**config.mk**
```make
export PLATFORM = sky130hd
export DESIGN_NAME = tdr_back
export DESIGN_NICKNAME = d
export VERILOG_FILES = /design/src/sv/tdr_pkg.sv /design/src/sv/tdr_back.sv
export SDC_FILE = /design/constraint.sdc
export NUM_CORES = 2
export LEC_CHECK = 0
export BUFFER_PORTS_ARGS = -buffer_cell sky130_fd_sc_hd__buf_2
export CAP_MARGIN = 20
export CORE_MARGIN = 2
export CORE_UTILIZATION = 39
export CTS_BUF_LIST = sky130_fd_sc_hd__clkbuf_16
export DETAILED_ROUTE_END_ITERATION = 7
export HOLD_SLACK_MARGIN = 0.08
export PLACE_DENSITY = 0.55
export REMOVE_ABC_BUFFERS = 1
export SYNTH_ARGS = -nofsm -noshare
export SYNTH_HDL_FRONTEND = slang
export SYNTH_SLANG_ARGS = --single-unit
```
**constraint.sdc**
```tcl
create_clock -name clk -period 9 [get_ports clk]
set_input_delay 1.35 -clock clk [delete_from_list [all_inputs] [get_ports clk]]
set_output_delay 1.35 -clock clk [all_outputs]
set_load 0.03 [all_outputs]
```
**src/sv/tdr_pkg.sv**
```systemverilog
// Shared types, constants and the stage coefficient table for the development rate block.
package tdr_pkg;

  localparam int STAGE_COUNT = 8;
  localparam int ROW_COUNT   = 8;

  localparam int STAGE_W     = 3;
  localparam int TEMP_W      = 15;
  localparam int RATE_W      = 16;
  localparam int MEAN_W      = 15;
  localparam int SIGMA_W     = 16;
  localparam int IN_TDATA_W  = 24;
  localparam int OUT_TDATA_W = 48;

  // Exponential unit: Q16 argument in, Q16 result out.
  localparam int EXP_IN_W  = 26;
  localparam int EXP_OUT_W = 35;
  localparam int LN2_Q16   = 45426;
  localparam longint EXP_RECIP = (64'd1 << 32) / LN2_Q16;
  localparam int EXP_K_OFS = 24;
  localparam int EXP_OFS   = EXP_K_OFS * LN2_Q16;
  localparam int EXP_LO    = -16 * 65536;
  localparam int EXP_HI    = 12 * 65536;
  localparam int EXP_SHIFT_BASE = EXP_K_OFS + 14;
  localparam int ONE_Q30   = 1 << 30;
  localparam int EXP_STEPS = 6;

  localparam int FRONT_LAT = 5;
  localparam int EXP_LAT   = 3 + 3 * EXP_STEPS;
  localparam int BACK_LAT  = 3;
  localparam int PIPE_LAT  = FRONT_LAT + EXP_LAT + BACK_LAT;

  typedef struct packed {
    logic signed [15:0] tb;
    logic signed [15:0] tm;
    logic [20:0]        inv_span;
    logic [20:0]        inv_db;
    logic [14:0]        inv_dm;
    logic [14:0]        omega;
    logic [19:0]        psi;
    logic [15:0]        sigma;
    logic [14:0]        mean;
  } coef_t;

  // Per-item information that rides beside the exponential units.
  typedef struct packed {
    logic        ok;
    logic        inr;
    logic [16:0] ratio_b;
    logic [16:0] ratio_c;
    logic [19:0] psi;
    logic [14:0] mean;
    logic [15:0] sigma;
  } side_t;

  function automatic coef_t coef_lookup(input logic [STAGE_W-1:0] idx);
    coef_t c;
    case (idx)
      3'd0: c = '{16'sd1843, 16'sd10214, 21'd513065, 21'd38551, 15'd7533, 15'd7143,
                  20'd786851, 16'd4601, 15'd256};
      3'd1: c = '{16'sd922, 16'sd7501, 21'd652810, 21'd655360, 15'd17246, 15'd15729,
                  20'd181529, 16'd19078, 15'd256};
      3'd2: c = '{16'sd1792, 16'sd7398, 21'd766083, 21'd655360, 15'd21845, 15'd24314,
                  20'd107710, 16'd24904, 15'd256};
      3'd3: c = '{16'sd1741, 16'sd7347, 21'd766083, 21'd655360, 15'd26214, 15'd28836,
                  20'd65263, 16'd25362, 15'd256};
      3'd4: c = '{16'sd4147, 16'sd7168, 21'd1421798, 21'd1638400, 15'd14247, 15'd16974,
                  20'd843894, 16'd25756, 15'd256};
      3'd5: c = '{16'sd1434, 16'sd7296, 21'd732630, 21'd595782, 15'd22599, 15'd10027,
                  20'd343933, 16'd19661, 15'd256};
      3'd6: c = '{16'sd1075, 16'sd8960, 21'd544715, 21'd655360, 15'd9230, 15'd9568,
                  20'd196293, 16'd34603, 15'd256};
      3'd7: c = '{16'sd1178, 16'sd7117, 21'd723156, 21'd655360, 15'd21141, 15'd24117,
                  20'd87242, 16'd16122, 15'd20941};
      default: c = '0;
    endcase
    return c;
  endfunction

endpackage

```
**src/sv/tdr_back.sv**
```systemverilog
// Back stages: weighted correction terms, difference, scale by psi and saturation.
module tdr_back (
  input  logic                              clk,
  input  logic                              en,
  input  tdr_pkg::side_t                    side_in,
  input  logic [tdr_pkg::EXP_OUT_W-1:0]     exp_a,
  input  logic [tdr_pkg::EXP_OUT_W-1:0]     exp_b,
  input  logic [tdr_pkg::EXP_OUT_W-1:0]     exp_c,
  output logic [tdr_pkg::RATE_W-1:0]        rate,
  output logic [tdr_pkg::MEAN_W-1:0]        relative_mean,
  output logic [tdr_pkg::SIGMA_W-1:0]       relative_sigma
);

  logic [33:0] tb_p;
  logic [51:0] tc_p;
  logic [34:0] ta1;
  logic [17:0] tb1;
  logic [35:0] tc1;
  tdr_pkg::side_t side1, side2, side3;

  logic signed [37:0] diff_w;
  logic [25:0] d2;
  logic pos2, big2;

  logic [45:0] prod_w;
  logic [21:0] p3;
  logic pos3, big3;

  always_comb begin
    // The decaying term never exceeds one, so its low 17 bits carry it all.
    tb_p   = 34'(side_in.ratio_b) * 34'(exp_b[16:0]);
    tc_p   = 52'(side_in.ratio_c) * 52'(exp_c);
    diff_w = $signed(38'(ta1)) - $signed(38'(tb1)) - $signed(38'(tc1));
    prod_w = 46'(side2.psi) * 46'(d2);
  end

  always_ff @(posedge clk) begin
    if (en) begin
      ta1   <= exp_a;
      tb1   <= tb_p[33:16];
      tc1   <= tc_p[51:16];
      side1 <= side_in;

      d2    <= diff_w[25:0];
      pos2  <= diff_w > 0;
      // Any psi in the table times 2^26 is past one in Q0.16.
      big2  <= (diff_w > 0) && (diff_w[36:26] != '0);
      side2 <= side1;

      p3    <= prod_w[45:24];
      pos3  <= pos2;
      big3  <= big2;
      side3 <= side2;
    end
  end

  always_comb begin
    if (!(side3.ok && side3.inr && pos3)) begin
      rate = '0;
    end else if (big3 || (p3[21:16] != '0)) begin
      rate = '1;
    end else begin
      rate = p3[15:0];
    end
    relative_mean  = side3.ok ? side3.mean : '0;
    relative_sigma = side3.ok ? side3.sigma : '0;
  end

endmodule

```
==> impl_metrics.toml <==
[status]
status = "complete, no violations"

[logic_synthesis]
synth_top_area_frac = 0.416
synthFlopType = "edfxtp_1"
synth_top_cell_by_area = "fa_1"
post-synth-top-count-cell = "inv_1"
netlist_top_cells_area = "fa_1, edfxtp_1, ha_1"
ys_types = 69
synth_commonest_cells = "inv_1, fa_1, nand2_1"
yosysSeqAreaShare = 0.153
ys_warn_count = 0
async_flop_share = 0
syn_inst = 5792
syn_area_per_cell_um2 = 9.51
synth_seq_cells = 280
synth_edf_count = 280
syn_area_mm2 = 0.0551

[global_routing]
grt_use_total = 0.200
grt-ovfl-total = 0
grt_pass1_wl_um = 229000
antenna_found_initial = 5
grt_pass1_vias = 41500
grt_max_degree = 136

[worst_setup_path]
cp_common_cell = "fa_1"
worst-setup-path-type = "flop to flop"
crit_chain = "nand2_1, fa_1, fa_1, fa_1, inv_1, fa_1, fa_1, fa_1, inv_1, fa_1, inv_1, ha_1, a21o_1, a21o_1, a21oi_1, o2111ai_1, o21ai_1, o21ai_1, and2_0, o211ai_1, nand3b_1, xor2_1"
r2r_slack_ns = 0.82
crit_family = "adder cells"
cp_slowest_cell = "edfxtp_1"
max_stage_delay_ns = 1.15
path_max_fanout = 20
path_buf_inv = 3
worst_ep_arrival_time_ns = 8.51
cp.required_ns = 9.33
crit_path_end_kind = "flop"
startpoint_type = "flop"

[sta]
finalHoldViolCount = 0
slew_headroom = 0.199
worst_pin_slew_ns = 1.20
setup_tns_ns = 0
fmax_mhz = 122
setup_viol = 0
finalMaxSlewViolations = 0
fin_skew_ns = 0.0207
min_period_ns = 8.18
rsz0062_at_grt = "false"
whs_ns = 0.416
fin_crit_sh = 0.909

[routing]
first_pass_iters = 5
drt-total-wl_um = 141000
dr_total_vias = 38400
drt_iter0_drc = 2201
wl_per_cell_um = 18.2
drtAntennaViolNets = 0
vias_per_cell = 4.96
drc = 0

[cells_and_area]
n_antenna_cell = 0
synthToLayoutAreaGrowth_pct = 7.22
final_layout_size_suffix_gt1_frac = 0.0602
nets = 7617

[floorplan]
die_h_um = 380
placementRows = 137
coreArea_mm2 = 0.140
floorplan.initialDensity = 0.394
die_width_um = 380
die_area_mm2 = 0.144
ios = 241

[clocking]
hold_buffers = 0
cts_root_buf = "clkbuf_16"
h-tree-depth = 1
clock_latency_ns = 0.60
cts-resized-gates = 0
numCtsBuffers = 30
cts.path.max_buffers = 3
postCtsSetupBuffers = 0
path_clk_slew_ns = 0.06
clock_sinks = 280
cts_tree = "done"

[placement]
dp_hpwl_um = 111000
gp_congestion = 0.853
io_buffers = 222

[hold_path]
min_path_type = "flop to flop"

[flow_run]
cap_violations = 0
-- logic make-up after synthesis --
group,share of synthesized area
flops,0.153
buf+inv,0.110
compound gates,0.0465
fa+ha+maj,0.515
mux,0.000182
simple gates,0.154
xor+xnor,0.0213
-- per-layer routing --
layer  wire (um)  part of all wire  global-route usage
met1       62000              0.44               0.275
met4        3480             0.025              0.0478
met2       68600              0.49               0.342
met3        6850             0.049              0.0205
met5          28           0.00020                   0
-- state kept, by name, summed over array words and instances, names as in the netlist --
signal	count
side1	53
big3	1
pos2	1
ta1	35
side2	53
d2	26
side3	33
p3	22
tb1	18
tc1	36
pos3	1
big2	1
-- per-stage QoR --
| stage | setup WS (ns) | utilization | cell area (um^2) | instances |
|---|---|---|---|---|
| 5_1_grt | 0.548 | 0.422 | 59000 | 7740 |
| 2_1_floorplan | 1.95 | - | 54000 | 5521 |
| 6_report | 0.819 | 0.422 | 59000 | 7740 |
| 3_5_place_dp | 0.609 | 0.415 | 58000 | 7685 |
| 4_1_cts | 0.884 | 0.422 | 59000 | 7740 |
| 3_3_place_gp | 0.616 | 0.415 | 58000 | 7685 |
-- path summary, 6_finish.rpt --
kind / startpoint / endpoint / depth (start not counted)
worst min-delay path: side1[29]$_DFFE_PP_ / side2[29]$_DFFE_PP_ / 0
worst max-delay path: side2[36]$_DFFE_PP_ / p3[18]$_DFFE_PP_ / 22
worst max register to register: side2[36]$_DFFE_PP_ / p3[18]$_DFFE_PP_ / 22
worst min register to register: side1[29]$_DFFE_PP_ / side2[29]$_DFFE_PP_ / 0
-- final cells by class --
type	instances	area [um^2]
multi-input cells	3900	40600
repair buffers	288	1630
clock inverters	24	239
well taps	1876	2350
clock buffers	31	776
fillers	14000	80800
inverters	1341	5030
flip-flops and latches	280	8410
-- layout by cell type, fill, tap and decap left out, types with 5 or more instances in the layout --
cell	netlist	routed
inv_1	1341	1342
fa_1	1143	1143
nand2_1	979	979
and2_1	525	525
ha_1	439	439
edfxtp_1	280	280
buf_2	0	221
a21oi_1	120	120
nor2_1	94	94
xnor2_1	71	71
buf_4	0	65
xor2_1	63	63
a21o_1	55	55
o21ai_0	55	55
nor3_1	35	35
o21a_1	32	32
clkbuf_16	0	31
nand4_1	30	30
nand3_1	25	25
nor2b_1	23	23
nand2b_1	20	20
o21ai_1	19	19
a211oi_1	19	19
and3_1	16	16
o211ai_1	14	14
o21bai_1	14	14
nor4_1	11	11
a31oi_1	8	8
o31a_1	6	6
a2111oi_0	6	6
clkinv_2	0	6
nand3b_1	5	5
clkinv_1	0	5
Power is not shown: default switching activity piles up to over one toggle a cycle in this logic, so the estimate is an artifact.
