===== src/sv/tdr_pkg.sv =====
// Shared types, constants and the stage coefficient table for the development rate block.
package tdr_pkg;

  localparam int STAGE_COUNT = 8;
  localparam int ROW_COUNT   = 8;

  localparam int STAGE_W     = 3;
  localparam int TEMP_W      = 15;
  localparam int RATE_W      = 16;
  localparam int MEAN_W      = 15;
  localparam int SIGMA_W     = 16;
  localparam int IN_TDATA_W  = 24;
  localparam int OUT_TDATA_W = 48;

  // Exponential unit: Q16 argument in, Q16 result out.
  localparam int EXP_IN_W  = 26;
  localparam int EXP_OUT_W = 35;
  localparam int LN2_Q16   = 45426;
  localparam longint EXP_RECIP = (64'd1 << 32) / LN2_Q16;
  localparam int EXP_K_OFS = 24;
  localparam int EXP_OFS   = EXP_K_OFS * LN2_Q16;
  localparam int EXP_LO    = -16 * 65536;
  localparam int EXP_HI    = 12 * 65536;
  localparam int EXP_SHIFT_BASE = EXP_K_OFS + 14;
  localparam int ONE_Q30   = 1 << 30;
  localparam int EXP_STEPS = 6;

  localparam int FRONT_LAT = 5;
  localparam int EXP_LAT   = 3 + 3 * EXP_STEPS;
  localparam int BACK_LAT  = 3;
  localparam int PIPE_LAT  = FRONT_LAT + EXP_LAT + BACK_LAT;

  typedef struct packed {
    logic signed [15:0] tb;
    logic signed [15:0] tm;
    logic [20:0]        inv_span;
    logic [20:0]        inv_db;
    logic [14:0]        inv_dm;
    logic [14:0]        omega;
    logic [19:0]        psi;
    logic [15:0]        sigma;
    logic [14:0]        mean;
  } coef_t;

  // Per-item information that rides beside the exponential units.
  typedef struct packed {
    logic        ok;
    logic        inr;
    logic [16:0] ratio_b;
    logic [16:0] ratio_c;
    logic [19:0] psi;
    logic [14:0] mean;
    logic [15:0] sigma;
  } side_t;

  function automatic coef_t coef_lookup(input logic [STAGE_W-1:0] idx);
    coef_t c;
    case (idx)
      3'd0: c = '{16'sd1843, 16'sd10214, 21'd513065, 21'd38551, 15'd7533, 15'd7143,
                  20'd786851, 16'd4601, 15'd256};
      3'd1: c = '{16'sd922, 16'sd7501, 21'd652810, 21'd655360, 15'd17246, 15'd15729,
                  20'd181529, 16'd19078, 15'd256};
      3'd2: c = '{16'sd1792, 16'sd7398, 21'd766083, 21'd655360, 15'd21845, 15'd24314,
                  20'd107710, 16'd24904, 15'd256};
      3'd3: c = '{16'sd1741, 16'sd7347, 21'd766083, 21'd655360, 15'd26214, 15'd28836,
                  20'd65263, 16'd25362, 15'd256};
      3'd4: c = '{16'sd4147, 16'sd7168, 21'd1421798, 21'd1638400, 15'd14247, 15'd16974,
                  20'd843894, 16'd25756, 15'd256};
      3'd5: c = '{16'sd1434, 16'sd7296, 21'd732630, 21'd595782, 15'd22599, 15'd10027,
                  20'd343933, 16'd19661, 15'd256};
      3'd6: c = '{16'sd1075, 16'sd8960, 21'd544715, 21'd655360, 15'd9230, 15'd9568,
                  20'd196293, 16'd34603, 15'd256};
      3'd7: c = '{16'sd1178, 16'sd7117, 21'd723156, 21'd655360, 15'd21141, 15'd24117,
                  20'd87242, 16'd16122, 15'd20941};
      default: c = '0;
    endcase
    return c;
  endfunction

endpackage


===== src/sv/tdr_front.sv =====
// Front stages: coefficient lookup, range check, exponent arguments and ratios.
module tdr_front #(
  parameter int STAGE_COUNT = tdr_pkg::STAGE_COUNT
) (
  input  logic                                  clk,
  input  logic                                  en,
  input  logic [tdr_pkg::STAGE_W-1:0]           stage,
  input  logic signed [tdr_pkg::TEMP_W-1:0]     temperature,
  output logic signed [tdr_pkg::EXP_IN_W-1:0]   arg_a,
  output logic signed [tdr_pkg::EXP_IN_W-1:0]   arg_b,
  output logic signed [tdr_pkg::EXP_IN_W-1:0]   arg_c,
  output tdr_pkg::side_t                        side
);

  // F0: input capture.
  logic [tdr_pkg::STAGE_W-1:0]       stage0;
  logic signed [tdr_pkg::TEMP_W-1:0] temp0;

  // F1: row and differences.
  tdr_pkg::coef_t row_w;
  logic signed [16:0] d_w, up_w, span_w;
  tdr_pkg::coef_t row1;
  logic [13:0] d1, up1, span1;
  logic inr1, ok1;

  // F2: products.
  logic [28:0] arga_p, dm_p, oms_p;
  logic [34:0] rb_p, rc_p;
  tdr_pkg::coef_t row2;
  logic [19:0] arga2, oms2;
  logic [20:0] dm2;
  logic [18:0] rb2, rc2;
  logic inr2, ok2;

  // F3: second product and clamps.
  logic [40:0] argb_p;
  logic [24:0] argb3;
  logic signed [21:0] argc3;
  logic [19:0] arga3;
  tdr_pkg::side_t side3;

  always_comb begin
    row_w  = tdr_pkg::coef_lookup(stage0);
    d_w    = 17'(temp0) - 17'(row_w.tb);
    up_w   = 17'(row_w.tm) - 17'(temp0);
    span_w = 17'(row_w.tm) - 17'(row_w.tb);
    arga_p = 29'(row1.omega) * 29'(d1);
    dm_p   = 29'(up1) * 29'(row1.inv_dm);
    oms_p  = 29'(row1.omega) * 29'(span1);
    rb_p   = 35'(up1) * 35'(row1.inv_span);
    rc_p   = 35'(d1) * 35'(row1.inv_span);
    argb_p = 41'(arga2) * 41'(row2.inv_db);
  end

  always_ff @(posedge clk) begin
    if (en) begin
      stage0 <= stage;
      temp0  <= temperature;

      row1  <= row_w;
      d1    <= d_w[13:0];
      up1   <= up_w[13:0];
      span1 <= span_w[13:0];
      inr1  <= (d_w >= 0) && (up_w >= 0);
      ok1   <= int'(stage0) < STAGE_COUNT;

      row2  <= row1;
      arga2 <= arga_p[27:8];
      dm2   <= dm_p[28:8];
      oms2  <= oms_p[27:8];
      rb2   <= rb_p[34:16];
      rc2   <= rc_p[34:16];
      inr2  <= inr1;
      ok2   <= ok1;

      argb3 <= argb_p[40:16];
      argc3 <= $signed({2'b00, oms2}) - $signed({1'b0, dm2});
      arga3 <= arga2;
      side3.ok      <= ok2;
      side3.inr     <= inr2;
      side3.ratio_b <= (rb2 > 19'd65536) ? 17'd65536 : rb2[16:0];
      side3.ratio_c <= (rc2 > 19'd65536) ? 17'd65536 : rc2[16:0];
      side3.psi     <= row2.psi;
      side3.mean    <= row2.mean;
      side3.sigma   <= row2.sigma;

      arg_a <= $signed(tdr_pkg::EXP_IN_W'(arga3));
      arg_b <= -$signed(tdr_pkg::EXP_IN_W'(argb3));
      arg_c <= tdr_pkg::EXP_IN_W'(argc3);
      side  <= side3;
    end
  end

endmodule


===== config.mk =====
export PLATFORM = sky130hd
export DESIGN_NAME = tdr_front
export DESIGN_NICKNAME = d
export VERILOG_FILES = /design/src/sv/tdr_pkg.sv /design/src/sv/tdr_front.sv
export SDC_FILE = /design/constraint.sdc
export NUM_CORES = 2
export LEC_CHECK = 0
export BUFFER_PORTS_ARGS = -buffer_cell sky130_fd_sc_hd__buf_4
export CAP_MARGIN = 30
export CORE_MARGIN = 3
export CORE_UTILIZATION = 45
export DETAILED_ROUTE_END_ITERATION = 10
export HOLD_SLACK_MARGIN = 0.06
export PLACE_DENSITY = 0.63
export SYNTH_ARGS = -nofsm -noshare
export SYNTH_HDL_FRONTEND = slang
export SYNTH_SLANG_ARGS = --single-unit

===== constraint.sdc =====
create_clock -name clk -period 9.2 [get_ports clk]
set_input_delay 1.38 -clock clk [delete_from_list [all_inputs] [get_ports clk]]
set_output_delay 1.38 -clock clk [all_outputs]
set_load 0.01 [all_outputs]

==> flow_summary.yaml <==
outcome:
  status: "complete, no violations"
timing:
  fin_setup_tns_ns: 0
  finalHoldViolCount: 0
  period_needed_ns: 7.88
  clock-skew-final_ns: 0.0649
  period_share_pct: 85.6
  maxSlewViolCount: 0
  slew-limit-headroom_pct: 36.2
  finalSetupViolations: 0
  maxClockFrequency_mhz: 127
  worst_pin_slew_ns: 0.957
  rsz0062_at_grt: "no"
final_layout:
  final_nets: 8461
  n_fill_cell: 13822
  final_common_cell: "inv_1"
  syn_to_final_growth_pct: 8.65
  post-route-util_pct: 49.6
  mostFrequentLayoutCells: "1438 x inv_1, 1121 x fa_1, 774 x nand2_1, 764 x ha_1, 585 x and2_1"
  drive_above_1_share_pct: 5.94
place:
  portBuffers: 169
  place.gp.congestion: 0.919
  hpwlAfterDp_um: 131000
global_routing:
  first_global_vias: 48396
  grt_overflow: 0
  grt_usage_pct: 21.9
  grt_pass1_wl_um: 269000
  antenna_found_initial: 3
  grt_max_degree: 134
yosys:
  synthTopCellsByArea: "fa_1 33%, edfxtp_1 24%, ha_1 14%"
  synth_compound_area_share_pct: 3.55
  synth_top_family_by_area: "adder cells"
  synth-edff-count: 547
  avgSynthCellArea_um2: 10.7
  ys.flop_type: "edfxtp_1"
  yosys.area.top_type_share_pct: 32.6
  yosys.area_share.simple_pct: 12.0
  synth_top_area_cell: "fa_1"
  syn-cell-area_mm2: 0.0689
  syn_inst: 6464
  yosys_warnings: 0
  seq_area_frac_synth_pct: 26.3
  ys_types: 74
  synth_fa_ha_area_share_pct: 46.4
  synth-async-reset-ratio_pct: 0
  muxShareOfSynthArea_pct: 0.0454
  ys_ff_latch: 633
  synth_xor_area_share_pct: 2.26
floorplan:
  dieArea_mm2: 0.158
  fp.dieH_um: 397
  initial_utilization_pct: 45.6
  num_rows: 142
  die_w_um: 397
  core_mm2: 0.151
  ios: 185
job:
  maxCapViolations: 0
clock_network:
  cts_buffers: 71
  cts.sinks: 633
  cts_resized: 0
  ctsHoldBuffers: 0
  clk_transition_reported_paths_ns: 0.06
  cts_buffer_depth: 3
  cts_htree_levels: 3
  tritoncts: "yes"
  insertion_delay_ns: 0.71
  cts-root-buf: "clkbuf_16"
  post_cts_buffers: 0
worst_setup_path:
  end_kind: "flop"
  startpoint_type: "flop"
  arrival_ns: 8.31
  rrSetupSlack_ns: 1.32
  crit_required_ns: 9.63
  worstPathMaxFanout: 22
  path_class: "flop to flop"
routing:
  avgRoutedWirePerCell_um: 19.3
  post-route-drc-count: 0
  viasPerCell: 5.07
  drt_wl_total_um: 167000
  drt_pass1_iterations: 7
  drtIter0Drc: 2588
  ant_nets: 0
  vias: 43797
worst_hold_path:
  min_path_type: "flop to flop"
-- sequential cells by signal (all words and copies together) (netlist names), 21 cells and up --
name,cells
row2,41
side3,69
dm2,21
side,69
row_w,86
row1,72
arg_b,26
arg_c,22
argb3,25
argc3,22
-- per-layer routing --
layer | GRT usage (%) | vias up | wire length, um
met5 | 0 | - | 0
met4 | 7.76 | 0 | 6140
met3 | 3.76 | 296 | 10500
met2 | 36.2 | 1238 | 78900
met1 | 29.3 | 22269 | 71200
li1 | - | 19994 | -
-- kinds of logic after synthesis --
family	count (synthesis)
buffers and inverters	1692
other	2
adder cells (fa/ha/maj)	1885
flip-flops	633
multiplexers	3
XOR/XNOR	178
AND/OR/NAND/NOR	1695
AO/OA/AOI/OAI	376
-- cells in the mapped netlist (9+ instances only) --
library cell  count
a21o_1           47
nand2_1         774
inv_1          1438
fa_1           1121
o21a_1           30
nor2b_1          32
and4_1            9
a211oi_1         16
nor4_1           12
xnor2_1         130
ha_1            764
nor2_1          151
edfxtp_1        547
a21boi_0         23
a21oi_1         104
o21ai_0          80
xor2_1           48
nor3_1           35
and3_1           16
and2_1          585
clkbuf_1        225
nand4_1          12
dfxtp_1          86
nand3_1          22
nand2b_1         20
buf_4            28
or3_1             9
-- final cells by class --
cell class              count  area (um2)  area share (%)
diodes                      2        5.00         0.00668
clock buffers              88        1850            2.47
clock inverters            44         562           0.750
inverters                1438        5400            7.21
multi-input cells        4152       44400            59.2
flip-flops and latches    633       18100            24.2
well taps                2016        2520            3.37
repair buffers            260        2030            2.71
-- final timing paths --
kind | start | end | depth (start not counted)
setup / recovery | row2[93]$_DFFE_PP_ | argb3[22]$_DFFE_PP_ | 26
hold / removal | row_w[54]$_DFF_P_ | row1[54]$_DFFE_PP_ | 0
setup reg to reg | row2[93]$_DFFE_PP_ | argb3[22]$_DFFE_PP_ | 26
hold reg to reg | row_w[54]$_DFF_P_ | row1[54]$_DFFE_PP_ | 0
-- critical path: stages, from the launching register on --
cell and delay [ns]:
edfxtp_1 0.72, and2_1 0.41, fa_1 0.56, inv_1 0.06
fa_1 0.53, inv_1 0.05, fa_1 0.51, inv_1 0.06
fa_1 0.54, inv_1 0.05, fa_1 0.38, fa_1 0.51
inv_1 0.05, fa_1 0.47, inv_1 0.04, ha_1 0.32
and4_1 0.27, a211o_1 0.14, a211oi_1 0.04, a21oi_1 0.18
nand2_1 0.15, o41a_1 0.49, o21a_1 0.26, o31a_1 0.36
o21ai_1 0.21, a21oi_1 0.11, xnor2_1 0.13
-- through the flow --
| step | hold WS (ns) | cell area (um2) | setup WS [ns] | cells |
|---|---|---|---|---|
| floorplan | 0.386 | 69000 | 2.10 | 6477 |
| global placement | 0.386 | 72400 | 1.37 | 8493 |
| detailed placement | 0.389 | 72500 | 1.33 | 8498 |
| CTS | 0.390 | 74900 | 1.31 | 8630 |
| global route | 0.392 | 74900 | 0.856 | 8631 |
| finish | 0.402 | 74900 | 1.32 | 8633 |
Power is left out: the tool's default activity adds up to more than one toggle a clock period on the data nets, which glitch-free logic cannot reach.
